File: src/rtl/core/ncc_pkg.sv
`default_nettype none

package ncc_pkg;

   localparam int COORD_W = 16;
   localparam int SLOT_W  = 5;
   localparam int INDEX_W = 5;
   localparam int COUNT_W = 6;
   localparam int SQ_W    = 32;
   localparam int DIST_W  = 33;

   localparam logic MODE_LOAD     = 1'b0;
   localparam logic MODE_CLASSIFY = 1'b1;

   // One item as it moves down the chain, with the running best match
   typedef struct packed {
      logic                       mode;
      logic [SLOT_W-1:0]          slot;
      logic signed [COORD_W-1:0]  x;
      logic signed [COORD_W-1:0]  y;
      logic [INDEX_W-1:0]         best_index;
      logic [DIST_W-1:0]          best_dist;
   } item_type;

endpackage

`default_nettype wire

File: src/rtl/core/ncc_cell.sv
`default_nettype none

module ncc_cell #(
   parameter int INDEX = 0
) (
   input  wire logic                         clock,
   input  wire logic                         reset,
   input  wire logic                         advance,
   input  wire logic [ncc_pkg::COUNT_W-1:0]  active_count,
   input  wire logic                         in_valid,
   input  wire ncc_pkg::item_type            in_item,
   output      logic                         out_valid,
   output      ncc_pkg::item_type            out_item
);
   import ncc_pkg::*;

   localparam logic [6:0] CELL_NUM   = 7'(INDEX);
   localparam logic       FIRST_CELL = (INDEX == 0);

   // center held by this cell
   logic signed [COORD_W-1:0] center_x_ff;
   logic signed [COORD_W-1:0] center_y_ff;

   logic                      load_hit;
   logic signed [COORD_W:0]   dx;
   logic signed [COORD_W:0]   dy;
   logic signed [2*COORD_W+1:0] prod_x;
   logic signed [2*COORD_W+1:0] prod_y;

   logic                      mid_valid_ff;
   item_type                  mid_item_ff;
   logic [SQ_W-1:0]           sqx_ff;
   logic [SQ_W-1:0]           sqy_ff;

   logic [DIST_W-1:0]         sum_sq;
   logic                      cell_active;
   logic                      take;
   item_type                  out_item_in;

   logic                      out_valid_ff;
   item_type                  out_item_ff;

   assign load_hit = in_valid && (in_item.mode == MODE_LOAD)
                     && ({2'b00, in_item.slot} == CELL_NUM);

   assign dx     = {in_item.x[COORD_W-1], in_item.x} - {center_x_ff[COORD_W-1], center_x_ff};
   assign dy     = {in_item.y[COORD_W-1], in_item.y} - {center_y_ff[COORD_W-1], center_y_ff};
   assign prod_x = dx * dx;
   assign prod_y = dy * dy;

   assign sum_sq      = {1'b0, sqx_ff} + {1'b0, sqy_ff};
   assign cell_active = CELL_NUM < {1'b0, active_count};
   assign take        = (mid_item_ff.mode == MODE_CLASSIFY) && cell_active
                        && (FIRST_CELL || (sum_sq < mid_item_ff.best_dist));

   always_comb begin
      out_item_in = mid_item_ff;
      if (take) begin
         out_item_in.best_index = INDEX_W'(INDEX);
         out_item_in.best_dist  = sum_sq;
      end
   end

   always_ff @(posedge clock) begin
      if (advance && load_hit) begin
         center_x_ff <= in_item.x;
         center_y_ff <= in_item.y;
      end
      if (advance) begin
         mid_item_ff <= in_item;
         sqx_ff      <= prod_x[SQ_W-1:0];
         sqy_ff      <= prod_y[SQ_W-1:0];
         out_item_ff <= out_item_in;
      end
      if (reset) begin
         mid_valid_ff <= 1'b0;
         out_valid_ff <= 1'b0;
      end else if (advance) begin
         mid_valid_ff <= in_valid;
         out_valid_ff <= mid_valid_ff;
      end
   end

   assign out_valid = out_valid_ff;
   assign out_item  = out_item_ff;

endmodule

`default_nettype wire

File: config.mk
export PLATFORM = sky130hd
export DESIGN_NAME = ncc_cell
export DESIGN_NICKNAME = d
export VERILOG_FILES = /design/src/rtl/core/ncc_pkg.sv /design/src/rtl/core/ncc_cell.sv
export SDC_FILE = /design/constraint.sdc
export NUM_CORES = 2
export LEC_CHECK = 0
export ABC_AREA = 1
export BUFFER_PORTS_ARGS = -buffer_cell sky130_fd_sc_hd__buf_2
export CORE_ASPECT_RATIO = 2
export CORE_MARGIN = 5
export CORE_UTILIZATION = 45
export DETAILED_ROUTE_END_ITERATION = 12
export HOLD_SLACK_MARGIN = 0.12
export PLACE_DENSITY = 0.73
export SLEW_MARGIN = 5
export SYNTH_ARGS = -nofsm -noshare
export SYNTH_HDL_FRONTEND = slang
export SYNTH_SLANG_ARGS = --single-unit
File: constraint.sdc
create_clock -name clock -period 7.4 [get_ports clock]
set_clock_uncertainty 0.15 [all_clocks]
set_input_delay 0.37 -clock clock [delete_from_list [all_inputs] [get_ports clock]]
set_output_delay 0.37 -clock clock [all_outputs]
set_load 0.02 [all_outputs]
==> flow_summary.json <==
{
  "tightest_slew_ns": 0.892,
  "relSlewSlack_pct": 40.5,
  "start_util_pct": 45.3,
  "viasPerCell": 5.09,
  "synth_fp_nets": 4144,
  "finalSetupViolCount": 0,
  "busiest_layer": "met2",
  "place_congestion": 1.06,
  "r2r_cells": 33,
  "grt_pass1_vias": 26626,
  "rows": 135,
  "rrSetupSlack_ns": 0.23,
  "grt_use_met3_pct": 2.43,
  "seq_area_um2": 7430,
  "critPathCaptureType": "register",
  "dr.pass1.iters": 5,
  "wl_per_cell_um": 18.6,
  "area_growth_pct": 19.9,
  "fmax_mhz": 140,
  "max_stage_delay_ns": 0.56,
  "hold_viol_final": 0,
  "crit_end": "sqx_ff[27]",
  "io_pins": 163,
  "worstSkewPairLatency_ns": 0.60,
  "antenna_found_initial": 1,
  "mostFrequentLayoutCell": "inv_1",
  "slew_violations": 0,
  "place_inst": 4593,
  "final_cell_mix": "833 x inv_1, 538 x nand2_1, 509 x fa_1, 309 x nor2_1, 264 x buf_4",
  "synthCells": 3322,
  "finalCritPeriodShare_pct": 96.8,
  "post_layout_nonfiller_instances": 4731,
  "cts_inserted_buffers": 27,
  "max_cap_viol_count": 0,
  "grt.total_usage_pct": 24.0,
  "outcome": "complete, no violations",
  "drt_iter0_markers": 1072,
  "detail-route-antenna-nets": 0,
  "port_buffers": 162,
  "num-fill-cells": 6005,
  "cts_tree": "built",
  "path_class": "register to register",
  "die_area_um2": 73800,
  "die_h_um": 379,
  "drive_gt1_share_pct": 17.2,
  "htree_levels": 1,
  "clk_transition_reported_paths_ns": 0.06,
  "clkSinkCount": 248,
  "syn_area_um2": 30700,
  "drc": 0,
  "antenna_cells": 0,
  "synth.avg_cell_area_um2": 9.23,
  "regToRegEndpoint": "sqx_ff[27]",
  "grt_use_met2_pct": 47.6,
  "cp.required_ns": 7.60,
  "r2r-start": "center_x_ff[0]",
  "core_um2": 67700,
  "synth_seq_cells": 248,
  "cts_max_path_buffers": 3,
  "multi_input_comb_area_um2": 20300,
  "seq_area_frac_synth_pct": 24.2,
  "worstPathArrival_ns": 7.37,
  "start_kind": "register",
  "vias": 24101,
  "yosys_warnings": 0,
  "dp_hpwl_mm": 74.0,
  "crit_path_start": "center_x_ff[0]",
  "cts_root_buffer": "clkbuf_16",
  "hold_path_depth": 0,
  "grt_use_met1_pct": 21.1,
  "whs_ns": 0.270,
  "die_w_um": 195,
  "drt_wl_total_mm": 87.9,
  "path_max_fanout": 5,
  "hold_path_class": "register to register",
  "synth_cell_types": 52,
  "nets": 4643,
  "grt_pass1_wl_mm": 137,
  "grt_max_degree": 143,
  "fin_crit_ns": 7.17,
  "cp_slowest_cell": "fa_2",
  "grt-ovfl-total": 0
}
==> area by class of cell <==
| cell class | instances | share of cell area (%) |
|---|---|---|
| multi-input cells | 2173 | 55.3 |
| repair buffers | 515 | 10.3 |
| clock inverters | 21 | 0.605 |
| flip-flops and latches | 248 | 20.2 |
| inverters | 856 | 8.77 |
| clock buffers | 28 | 1.85 |
| well taps | 890 | 3.03 |
==> per-stage QoR <==
step / utilization [%] / cell area [um2] / worst slack [ns] / TNS, ns
2_1_floorplan: - / 30700 / 0.450 / 0
5_1_grt: 54.3 / 36800 / -0.0739 / -0.415
3_3_place_gp: 50.9 / 34500 / -0.201 / -2.04
6_report: 54.3 / 36800 / 0.233 / 0
4_1_cts: 53.4 / 36200 / 0.00163 / 0
3_5_place_dp: 50.9 / 34500 / -0.270 / -3.30
==> cells by family (layout without fill, tap and decap cells) <==
family                   count (synthesis)  after routing  synth area share, %
XOR/XNOR                                84             84                 2.64
buffers and inverters                  901           1420                 11.2
AND/OR/NAND/NOR                       1097           1097                 14.7
flip-flops                             248            248                 24.2
AO/OA/AOI/OAI                          256            256                 4.61
adder cells (fa/ha/maj)                736            736                 42.7
==> registers in the layout, summed over array words and instances, names as in the netlist <==
register      count
center_x_ff      16
center_y_ff      16
mid_item_ff      76
mid_valid_ff      1
out_item         76
out_valid         1
sqx_ff           31
sqy_ff           31
==> synthesized netlist by cell type, drive strengths merged <==
cell / instances / area (um2)
and2: 1 / 6.26
a21oi: 125 / 637
nor2: 352 / 1380
o21a: 3 / 22.5
nor4: 7 / 43.8
edfxtp: 246 / 7390
o21ai: 82 / 414
a21o: 12 / 90.1
a31oi: 10 / 62.6
o311ai: 1 / 8.76
nor3b: 1 / 7.51
xor2: 50 / 513
o211a: 1 / 10.0
a31o: 1 / 8.76
xnor2: 34 / 298
nor3: 26 / 130
o211ai: 4 / 30.0
and3: 4 / 25.0
a211oi: 1 / 7.51
a21boi: 2 / 15.0
a221oi: 1 / 8.76
buf: 29 / 156
nand2b: 1 / 6.26
o31ai: 3 / 22.5
inv: 854 / 3210
nand3: 104 / 526
clkbuf: 16 / 60.1
or4: 1 / 7.51
o31a: 1 / 8.76
o21bai: 9 / 67.6
clkinv: 2 / 7.51
nand4: 25 / 156
fa: 517 / 10300
or2: 9 / 56.3
ha: 219 / 2740
nand2: 559 / 2110
dfxtp: 2 / 40.0
nand3b: 7 / 52.6
==> worst max-delay path: cells and delay by family (launching register included) <==
family	cells	cell delay (ns)
fa+ha+maj	9	3.87
simple gates	9	0.68
buf+inv	9	0.91
flops	1	0.37
xor+xnor	2	0.38
compound gates	4	0.56
==> metal layers <==
layer / share of wire, % / routed length (um) / vias up
met3: 3.7 / 3290 / 434
met2: 56 / 49200 / 765
li1: - / - / 11098
met4: 11 / 9410 / 2
met1: 30 / 26000 / 11802
met5: 0.019 / 17 / -
==> worst min-delay path by stage <==
stage	slack [ns]	end	startpoint
final	0.27	out_item[65]	mid_item_ff[65]
after global routing	0.28	out_item[56]	mid_item_ff[56]
after CTS	0.27	out_item[65]	mid_item_ff[65]
after detailed placement	0.26	out_item[65]	mid_item_ff[65]
after global placement	0.25	out_item[69]	mid_item_ff[69]
after floorplan	0.25	out_item[38]	mid_item_ff[38]
==> repair_timing <==
action	in CTS	in global routing
hold buffers	79	0
gates resized for setup	7	148
gates cloned	0	0
pin swaps	0	27
hold endpoints to repair	140	0
endpoints found under the setup margin	12	35
buffers inserted	0	10
Power is not shown: default switching activity piles up to over one toggle a cycle in this logic, so the estimate is an artifact.
